==> config.mk <==
export PLATFORM = sky130hd
export DESIGN_NAME = multichannel_moving_average_flat
export DESIGN_NICKNAME = d
export VERILOG_FILES = /design/src/hw/rtl/mma_pkg.sv /design/src/hw/rtl/mma_req_if.sv /design/src/hw/rtl/mma_rsp_if.sv /design/src/hw/rtl/multichannel_moving_average.sv /design/src/hw/rtl/mma_serial_div.sv /design/src/flat_wrapper.sv
export SDC_FILE = /design/constraint.sdc
export NUM_CORES = 2
export LEC_CHECK = 0
export ABC_CLOCK_PERIOD_IN_PS = 11100
export BUFFER_PORTS_ARGS = -buffer_cell sky130_fd_sc_hd__clkbuf_2
export CAP_MARGIN = 20
export CORE_ASPECT_RATIO = 0.75
export CORE_MARGIN = 1.5
export CORE_UTILIZATION = 30
export DETAILED_ROUTE_END_ITERATION = 7
export PLACE_DENSITY_LB_ADDON = 0.1
export SETUP_SLACK_MARGIN = 0.2
export SYNTH_ARGS = -nofsm -noshare
export SYNTH_HDL_FRONTEND = slang
export SYNTH_SLANG_ARGS = --single-unit
==> constraint.sdc <==
create_clock -name clock -period 11.1 [get_ports clock]
set_clock_uncertainty 0.1 [all_clocks]
set_input_delay 0.555 -clock clock [delete_from_list [all_inputs] [get_ports clock]]
set_output_delay 0.555 -clock clock [all_outputs]
set_load 0.005 [all_outputs]
==> src/hw/rtl/mma_pkg.sv <==
// Shared types and constants for the multichannel moving average block.
// No dependencies; every other file of the block imports this package.
`timescale 1ns / 1ps
`default_nettype none

package mma_pkg;

   localparam int CHAN_W           = 3;
   localparam int SAMPLE_W         = 16;
   localparam int DEFAULT_WINDOW   = 20;
   localparam int DEFAULT_CHANNELS = 8;
   localparam int DEFAULT_SUM_W    = SAMPLE_W + $clog2(DEFAULT_WINDOW);
   localparam int DEFAULT_CNT_W    = $clog2(DEFAULT_WINDOW + 1);

   typedef logic [CHAN_W-1:0]          chan_type;
   typedef logic signed [SAMPLE_W-1:0] sample_type;

   // Status of the serial divider as seen by the controller.
   typedef struct packed {
      logic busy;
      logic done;
   } div_status_type;

endpackage

`default_nettype wire

==> src/hw/rtl/mma_req_if.sv <==
// Request channel of the moving average block: channel number and sample.
// Depends on mma_pkg for the payload types.
`timescale 1ns / 1ps
`default_nettype none

interface mma_req_if;
   import mma_pkg::*;

   logic       valid;
   logic       ready;
   chan_type   channel;
   sample_type sample;

   modport source (output valid, output channel, output sample, input ready);
   modport sink   (input valid, input channel, input sample, output ready);
endinterface

`default_nettype wire

==> src/hw/rtl/mma_rsp_if.sv <==
// Response channel of the moving average block: channel number and mean.
// Depends on mma_pkg for the payload types.
`timescale 1ns / 1ps
`default_nettype none

interface mma_rsp_if;
   import mma_pkg::*;

   logic       valid;
   logic       ready;
   chan_type   out_channel;
   sample_type average;

   modport source (output valid, output out_channel, output average, input ready);
   modport sink   (input valid, input out_channel, input average, output ready);
endinterface

`default_nettype wire

==> src/hw/rtl/multichannel_moving_average.sv <==
// Top level of the multichannel boxcar moving average with warm-up.
// Depends on mma_pkg, mma_req_if, mma_rsp_if and mma_serial_div.
`timescale 1ns / 1ps
`default_nettype none

// Channel   Direction  Handshake        Payload
// req_ch    in         valid / ready    channel (3 b), sample (16 b signed)
// rsp_ch    out        valid / ready    out_channel (3 b), average (16 b signed)
//
// Each transfer in produces exactly one transfer out. A present channel passes
// through READ, UPDATE, DIVIDE and DONE before it answers; the bit-serial divider
// resolves one quotient bit per cycle. An absent channel goes from IDLE straight
// to DONE. A request is taken only in IDLE, after the previous result has entered
// the response register. Synchronous reset clears the per-channel sums, fill
// counts and ring pointers; the window memory is never cleared, since a slot is
// read only after it has been written. The response register lets the next
// request transfer in while a result waits on a stalled sink; that item then waits.

module multichannel_moving_average #(
   parameter int WINDOW   = mma_pkg::DEFAULT_WINDOW,
   parameter int CHANNELS = mma_pkg::DEFAULT_CHANNELS
) (
   input wire logic clock,
   input wire logic reset,
   mma_req_if.sink   req_ch,
   mma_rsp_if.source rsp_ch
);
   import mma_pkg::*;

   localparam int SUM_W  = SAMPLE_W + $clog2(WINDOW);
   localparam int CNT_W  = $clog2(WINDOW + 1);
   localparam int SLOT_W = $clog2(WINDOW);
   localparam int DEPTH  = CHANNELS * WINDOW;
   localparam int ADDR_W = $clog2(DEPTH);
   localparam int CIDX_W = (CHANNELS > 1) ? $clog2(CHANNELS) : 1;

   typedef enum logic [2:0] {
      S_IDLE,
      S_READ,
      S_UPDATE,
      S_DIVIDE,
      S_DONE
   } state_type;

   state_type state_ff, state_in;

   // Registered response and the item in flight.
   logic       rsp_valid_ff, rsp_valid_in;
   chan_type   rsp_chan_ff, rsp_chan_in;
   sample_type rsp_avg_ff, rsp_avg_in;
   chan_type   chan_ff, chan_in;
   sample_type sample_ff, sample_in;
   logic [ADDR_W-1:0]       addr_ff, addr_in;
   sample_type              avg_ff, avg_in;
   logic signed [SUM_W-1:0] part_ff, part_in;
   logic                    full_ff, full_in;

   // Per-channel state, cleared by reset.
   logic signed [SUM_W-1:0] sum_ff  [CHANNELS];
   logic [CNT_W-1:0]        fill_ff [CHANNELS];
   logic [SLOT_W-1:0]       slot_ff [CHANNELS];

   // Sample window, one ring of WINDOW entries per channel.
   logic [SAMPLE_W-1:0] win_mem [DEPTH];
   sample_type          rd_ff;

   logic [CIDX_W-1:0]       req_cidx, cidx;
   logic                    chan_ok;
   logic [ADDR_W-1:0]       req_addr;
   logic signed [SUM_W-1:0] new_sum;
   logic [CNT_W-1:0]        new_fill;
   logic [SLOT_W-1:0]       new_slot;
   logic                    div_start;
   div_status_type          div_stat;
   sample_type              div_quo;

   assign req_cidx = CIDX_W'(req_ch.channel);
   assign cidx     = CIDX_W'(chan_ff);
   assign chan_ok  = 32'(req_ch.channel) < CHANNELS;
   assign req_addr = ADDR_W'(32'(req_cidx) * WINDOW + 32'(slot_ff[req_cidx]));

   // Once the ring is full the oldest sample leaves the sum; part_ff already
   // holds the old sum plus the new sample, and any wrap there cancels out.
   assign new_sum  = full_ff ? (part_ff - SUM_W'(rd_ff)) : part_ff;
   assign new_fill = full_ff ? fill_ff[cidx] : (fill_ff[cidx] + 1'b1);
   assign new_slot = (slot_ff[cidx] == SLOT_W'(WINDOW - 1)) ? '0
                                                           : (slot_ff[cidx] + 1'b1);

   always_comb begin
      state_in     = state_ff;
      rsp_valid_in = rsp_valid_ff & ~rsp_ch.ready;
      rsp_chan_in  = rsp_chan_ff;
      rsp_avg_in   = rsp_avg_ff;
      chan_in      = chan_ff;
      sample_in    = sample_ff;
      addr_in      = addr_ff;
      avg_in       = avg_ff;
      part_in      = part_ff;
      full_in      = full_ff;
      div_start    = 1'b0;
      unique case (state_ff)
         S_IDLE: begin
            if (req_ch.valid) begin
               chan_in   = req_ch.channel;
               sample_in = req_ch.sample;
               if (chan_ok) begin
                  addr_in  = req_addr;
                  state_in = S_READ;
               end else begin
                  // Absent channel: state is untouched and the mean reads zero.
                  avg_in   = '0;
                  state_in = S_DONE;
               end
            end
         end
         S_READ: begin
            part_in  = sum_ff[cidx] + SUM_W'(sample_ff);
            full_in  = fill_ff[cidx] == CNT_W'(WINDOW);
            state_in = S_UPDATE;
         end
         S_UPDATE: begin
            div_start = 1'b1;
            state_in  = S_DIVIDE;
         end
         S_DIVIDE: begin
            if (div_stat.done) begin
               avg_in   = div_quo;
               state_in = S_DONE;
            end
         end
         S_DONE: begin
            if (!rsp_valid_ff || rsp_ch.ready) begin
               rsp_valid_in = 1'b1;
               rsp_chan_in  = chan_ff;
               rsp_avg_in   = avg_ff;
               state_in     = S_IDLE;
            end
         end
         default: state_in = S_IDLE;
      endcase
   end

   always_ff @(posedge clock) begin
      if (reset) begin
         state_ff     <= S_IDLE;
         rsp_valid_ff <= 1'b0;
      end else begin
         state_ff     <= state_in;
         rsp_valid_ff <= rsp_valid_in;
      end
      rsp_chan_ff <= rsp_chan_in;
      rsp_avg_ff  <= rsp_avg_in;
      chan_ff     <= chan_in;
      sample_ff   <= sample_in;
      addr_ff     <= addr_in;
      avg_ff      <= avg_in;
      part_ff     <= part_in;
      full_ff     <= full_in;
   end

   // The per-channel sum, count and pointer change once per item on a present
   // channel, when the old sample has come back from the window memory.
   always_ff @(posedge clock) begin
      if (reset) begin
         for (int i = 0; i < CHANNELS; i++) begin
            sum_ff[i]  <= '0;
            fill_ff[i] <= '0;
            slot_ff[i] <= '0;
         end
      end else if (state_ff == S_UPDATE) begin
         sum_ff[cidx]  <= new_sum;
         fill_ff[cidx] <= new_fill;
         slot_ff[cidx] <= new_slot;
      end
   end

   // The slot is read in one cycle and overwritten with the new sample in the next.
   always_ff @(posedge clock) begin
      if (state_ff == S_UPDATE) begin
         win_mem[addr_ff] <= sample_ff;
      end
      rd_ff <= win_mem[addr_ff];
   end

   mma_serial_div #(
      .SUM_W (SUM_W),
      .CNT_W (CNT_W)
   ) u_div (
      .clock    (clock),
      .reset    (reset),
      .start    (div_start),
      .dividend (new_sum),
      .divisor  (new_fill),
      .status   (div_stat),
      .quotient (div_quo)
   );

   assign req_ch.ready       = (state_ff == S_IDLE);
   assign rsp_ch.valid       = rsp_valid_ff;
   assign rsp_ch.out_channel = rsp_chan_ff;
   assign rsp_ch.average     = rsp_avg_ff;

   a_rsp_from_done: assert property (@(posedge clock) disable iff (reset)
      $rose(rsp_valid_ff) |-> $past(state_ff == S_DONE))
      else $error("response appeared outside the completion state");

   a_update_after_read: assert property (@(posedge clock) disable iff (reset)
      (state_ff == S_UPDATE) |-> $past(state_ff == S_READ))
      else $error("window update without a memory read");

   a_fill_bounded: assert property (@(posedge clock) disable iff (reset)
      (state_ff == S_UPDATE) |-> (new_fill <= CNT_W'(WINDOW)) && (new_fill != '0))
      else $error("fill count out of range");

   a_divider_active: assert property (@(posedge clock) disable iff (reset)
      (state_ff == S_DIVIDE) |-> (div_stat.busy || div_stat.done))
      else $error("waiting on an idle divider");

endmodule

`default_nettype wire

==> src/hw/rtl/mma_serial_div.sv <==
// Bit-serial signed divider: one quotient bit per cycle, truncates toward zero.
// Depends on mma_pkg for the quotient type and the status struct.
`timescale 1ns / 1ps
`default_nettype none

module mma_serial_div #(
   parameter int SUM_W = mma_pkg::DEFAULT_SUM_W,
   parameter int CNT_W = mma_pkg::DEFAULT_CNT_W
) (
   input  wire logic                     clock,
   input  wire logic                     reset,
   input  wire logic                     start,
   input  wire logic signed [SUM_W-1:0]  dividend,
   input  wire logic [CNT_W-1:0]         divisor,
   output mma_pkg::div_status_type       status,
   output mma_pkg::sample_type           quotient
);
   import mma_pkg::*;

   localparam int CTR_W = $clog2(SUM_W + 1);

   logic             busy_ff, busy_in;
   logic             done_ff, done_in;
   logic [CTR_W-1:0] ctr_ff, ctr_in;
   logic [SUM_W-1:0] quo_ff, quo_in;
   logic [CNT_W-1:0] rem_ff, rem_in;
   logic [CNT_W-1:0] div_ff, div_in;
   logic             neg_ff, neg_in;
   logic [CNT_W:0]   trial;
   logic             fits;

   // The dividend register shifts out its top bit each step while the
   // quotient bits shift in at the bottom.
   assign trial = {rem_ff, quo_ff[SUM_W-1]};
   assign fits  = trial >= {1'b0, div_ff};

   always_comb begin
      busy_in = busy_ff;
      done_in = 1'b0;
      ctr_in  = ctr_ff;
      quo_in  = quo_ff;
      rem_in  = rem_ff;
      div_in  = div_ff;
      neg_in  = neg_ff;
      if (start) begin
         busy_in = 1'b1;
         ctr_in  = CTR_W'(SUM_W);
         quo_in  = dividend[SUM_W-1] ? (-dividend) : dividend;
         rem_in  = '0;
         div_in  = divisor;
         neg_in  = dividend[SUM_W-1];
      end else if (busy_ff) begin
         quo_in = {quo_ff[SUM_W-2:0], fits};
         rem_in = fits ? CNT_W'(trial - {1'b0, div_ff}) : CNT_W'(trial);
         ctr_in = ctr_ff - 1'b1;
         if (ctr_ff == CTR_W'(1)) begin
            busy_in = 1'b0;
            done_in = 1'b1;
         end
      end
   end

   always_ff @(posedge clock) begin
      if (reset) begin
         busy_ff <= 1'b0;
         done_ff <= 1'b0;
         ctr_ff  <= '0;
      end else begin
         busy_ff <= busy_in;
         done_ff <= done_in;
         ctr_ff  <= ctr_in;
      end
      quo_ff <= quo_in;
      rem_ff <= rem_in;
      div_ff <= div_in;
      neg_ff <= neg_in;
   end

   assign status.busy = busy_ff;
   assign status.done = done_ff;
   assign quotient    = SAMPLE_W'(neg_ff ? (-quo_ff) : quo_ff);

   a_done_after_busy: assert property (@(posedge clock) disable iff (reset)
      done_ff |-> $past(busy_ff))
      else $error("divider finished without running");

   a_no_restart: assert property (@(posedge clock) disable iff (reset)
      !(start && busy_ff))
      else $error("divider started while busy");

   a_start_runs: assert property (@(posedge clock) disable iff (reset)
      start |=> busy_ff)
      else $error("divider did not begin after start");

endmodule

`default_nettype wire

==> src/flat_wrapper.sv <==
// flat-port wrapper written by rule: the top's interface ports become plain ports
module multichannel_moving_average_flat import mma_pkg::*;
#(
   parameter int WINDOW   = mma_pkg::DEFAULT_WINDOW,
   parameter int CHANNELS = mma_pkg::DEFAULT_CHANNELS
)
  (clock, reset, req_ch_valid, req_ch_channel, req_ch_sample, req_ch_ready, rsp_ch_valid, rsp_ch_out_channel, rsp_ch_average, rsp_ch_ready);
  mma_req_if req_ch_i ();
  mma_rsp_if rsp_ch_i ();
  input wire logic clock;
  input wire logic reset;
  input wire logic [$bits(req_ch_i.valid)-1:0] req_ch_valid;
  input wire logic [$bits(req_ch_i.channel)-1:0] req_ch_channel;
  input wire logic [$bits(req_ch_i.sample)-1:0] req_ch_sample;
  output wire logic [$bits(req_ch_i.ready)-1:0] req_ch_ready;
  output wire logic [$bits(rsp_ch_i.valid)-1:0] rsp_ch_valid;
  output wire logic [$bits(rsp_ch_i.out_channel)-1:0] rsp_ch_out_channel;
  output wire logic [$bits(rsp_ch_i.average)-1:0] rsp_ch_average;
  input wire logic [$bits(rsp_ch_i.ready)-1:0] rsp_ch_ready;
  assign req_ch_i.valid = req_ch_valid;
  assign req_ch_i.channel = req_ch_channel;
  assign req_ch_i.sample = req_ch_sample;
  assign req_ch_ready = req_ch_i.ready;
  assign rsp_ch_valid = rsp_ch_i.valid;
  assign rsp_ch_out_channel = rsp_ch_i.out_channel;
  assign rsp_ch_average = rsp_ch_i.average;
  assign rsp_ch_i.ready = rsp_ch_ready;
  multichannel_moving_average #(.WINDOW(WINDOW), .CHANNELS(CHANNELS)) u_core (.clock(clock), .reset(reset), .req_ch(req_ch_i), .rsp_ch(rsp_ch_i));
endmodule
==> impl_metrics.csv <==
group,metric,value,unit
sta,post-route-period-util,0.488,
yosys,ys_warn_count,0,
critical_path,cp-start-kind,"flip-flop",
sta,rsz0062_at_grt,"no",
clock_network,htreeDepth,5,
yosys,syn_inst,5353,
drt,vias,56113,
place,hpwl,199000,µm
critical_path,path_class,"flip-flop to flip-flop",
status,status,"complete, no violations",
die,start_util,0.301,
clock_network,clk_pin_slew,60,ps
yosys,synth_top_area_frac,0.750,
yosys,synth_area_leaders,"edfxtp_1, mux4_2, nor2_1",
critical_path,cp.required,11720,ps
yosys,yosys.cell_count.top_type,"edfxtp_1",
yosys,synthFlopType,"edfxtp_1",
sta,period_minus_slack,5420,ps
power_and_ir_drop,powerDensity,192,nW/µm²
global_route,grt_max_degree,161,
yosys,synth.avg_cell_area,21.8,µm²
global_route,grt_pass1_wl,487000,µm
power_and_ir_drop,ir_worst_vdd,126,µV
critical_path,cp-end-kind,"flip-flop",
critical_path,regToRegEndpoint,"u_core.rd_ff[13]$_DFF_P_",
drt,drt.antenna.violating_nets,0,
die,pin_count,44,
power_and_ir_drop,power.leakage,41.9,nW
global_route,grt-ovfl-total,0,
critical_path,ff2ff_path_depth,7,
power_and_ir_drop,clkPwrFrac,0.400,
yosys,async_reset_ff_frac,0,
power_and_ir_drop,power_frac_comb,0.117,
clock_network,cts_tree,"done",
cells_and_area,drive_above_1_share,0.304,
yosys,seq_area_frac_synth,0.756,
critical_path,r2r_start,"u_core.addr_ff[0]$_DFFE_PP_",
die,chipWidth,724,µm
place,dp_slack,5630,ps
min_path,hold_end,"u_core.chan_ff[1]$_DFFE_PP_",
drt,drt_iter0_drc,5730,
critical_path,r2r_setup_slack,5680,ps
min_path,hold_class,"input pin to flip-flop",
place,io_buffers,43,
die,dieArea,393000,µm²
drt,drt_pass1_iterations,7,
drt,drt_drc_violations_left,0,
drt,wl_per_cell,31.9,µm
power_and_ir_drop,power,26.0,mW
yosys,synth_edf_count,2919,
yosys,synth.net_count,5438,
power_and_ir_drop,p_int,19.5,mW
place,dpl_cell_area,125000,µm²
power_and_ir_drop,swShare,0.251,
place,place_congestion,0.754,
clock_network,clockRootBuffer,"clkbuf_16",
critical_path,arrival,6040,ps
clock_network,cts-resized-gates,0,
clock_network,clock_latency,910,ps
die,core,388000,µm²
cells_and_area,finish.utilization,0.349,
clock_network,clockBufferDepth,4,
min_path,min_from,"req_ch_channel[1]",
drt,vias_per_cell,5.05,
yosys,ys_ff_latch,2954,
die,die_h,543,µm
sta,drv_slew,0,
clock_network,cts_buffers,318,
sta,tns,0,ps
sta,relSlewSlack,0.259,
clock_network,cts_sinks,2954,
sta,setup_ws,5680,ps
power_and_ir_drop,sequentialPowerShare,0.483,
min_path,hold_depth,1,
sta,setup_viol,0,
job,maxCapViolations,0,
die,row_count,198,
critical_path,crit_path_max_fanout,42,
yosys,syn_area,117000,µm²
sta,tightest_slew,1110,ps
global_route,antenna_found_initial,38,
cells_and_area,area_growth,15.7,%
yosys,yosys.area.top_type,"edfxtp_1",
global_route,grt_pass1_vias,57540,
yosys,synth.distinct_cells,70,
global_route,grt_use_total,0.178,
sta,max_freq,184,MHz
sta,hold_viol,0,
yosys,synth_common_cells,"edfxtp_1, mux4_2, nor2_1, clkbuf_1, nand2_1",
power_and_ir_drop,p_switching,6.54,mW
cells_and_area,post-route-cell-area,135000,µm²
cells_and_area,nets,5741,
drt,wirelength,355000,µm
## power groups by stage
stage               Combinational (mW)  Sequential, mW  Clock (mW)
global route                      3.29            12.6        11.1
floorplan                         1.79            12.9           0
CTS                               3.09            12.6        10.7
detailed placement                3.08            12.8           0
global placement                  3.07            12.8           0
finish                            3.05            12.6        10.4
## state kept, by name, indices dropped and copies added, names as in the netlist, 21 cells and up, named ones only
signal	cells
u_core.fill_ff	40
u_core.part_ff	21
u_core.slot_ff	40
u_core.sum_ff	168
u_core.u_div.quo_ff	21
u_core.win_mem	2560
## cells in the final DEF (no fill, tap or decap), types with 57 or more instances in the layout
| cell | instances |
|---|---|
| clkinv_1 | 67 |
| clkbuf_16 | 324 |
| nor2_1 | 321 |
| edfxtp_1 | 2919 |
| nand2_1 | 84 |
| ha_1 | 58 |
| a21oi_1 | 57 |
| clkbuf_1 | 89 |
| mux4_2 | 898 |
| buf_4 | 201 |
| nor2_4 | 98 |
| inv_1 | 67 |
## final cells by class
| type | instances | area, µm² |
|---|---|---|
| Timing Repair Buffer | 281 | 2280 |
| Inverter | 67 | 251 |
| Sequential cell | 2954 | 88400 |
| Clock inverter | 155 | 1410 |
| Tap cell | 5200 | 6510 |
| Clock buffer | 417 | 8500 |
| Antenna cell | 11 | 27.5 |
| Fill cell | 35877 | 252000 |
| Multi-Input combinational cell | 2034 | 27900 |
## routing by layer
layer  global-route usage  vias to the layer above  wire length (µm)
met5                    0                        -                21
met4               0.0306                        4              5590
met3               0.0358                      386             22300
met2                0.265                     1575            157000
met1                0.272                    31156            170000
li1                     -                    22992                 -
## timing repair
item | CTS | global route
hold buffers | 19 | 0
endpoints found under the hold margin | 20 | 0
buffers inserted | 0 | 0
## logic make-up after synthesis
group,count (synthesis),share of synthesized area
flops,2954,0.756
mux,974,0.180
simple gates,711,0.0262
buf+inv,365,0.0132
compound gates,211,0.0118
xor+xnor,76,0.00570
fa+ha+maj,62,0.00690
## how the worst max path moves through the flow
stage,startpoint,endpoint,slack [ps],depth (start not counted)
2_1_floorplan,flip-flop,u_core.part_ff[20]$_DFFE_PP_,6070,18
3_3_place_gp,u_core.addr_ff[0]$_DFFE_PP_,u_core.rd_ff[4]$_DFF_P_,5460,7
3_5_place_dp,u_core.addr_ff[0]$_DFFE_PP_,u_core.rd_ff[13]$_DFF_P_,5630,7
4_1_cts,u_core.addr_ff[0]$_DFFE_PP_,u_core.rd_ff[13]$_DFF_P_,5610,7
5_1_grt,u_core.addr_ff[0]$_DFFE_PP_,u_core.rd_ff[13]$_DFF_P_,5370,7
6_report,u_core.addr_ff[0]$_DFFE_PP_,u_core.rd_ff[13]$_DFF_P_,5680,7
## worst max-delay path, stage by stage (launching register included)
cell      delay [ps]
edfxtp_1         880
buf_4            800
buf_4            850
mux4_2           640
mux4_2           470
mux4_2           530
a211oi_1         770
a21oi_1           80
## metrics by stage
step | hold WS (ps) | std cells
floorplan | 300 | 5353
global placement | 304 | 10508
detailed placement | 305 | 10510
CTS | 94.0 | 11101
global route | 138 | 11109
finish | 195 | 11119
Power figures use the tool's default switching activity.
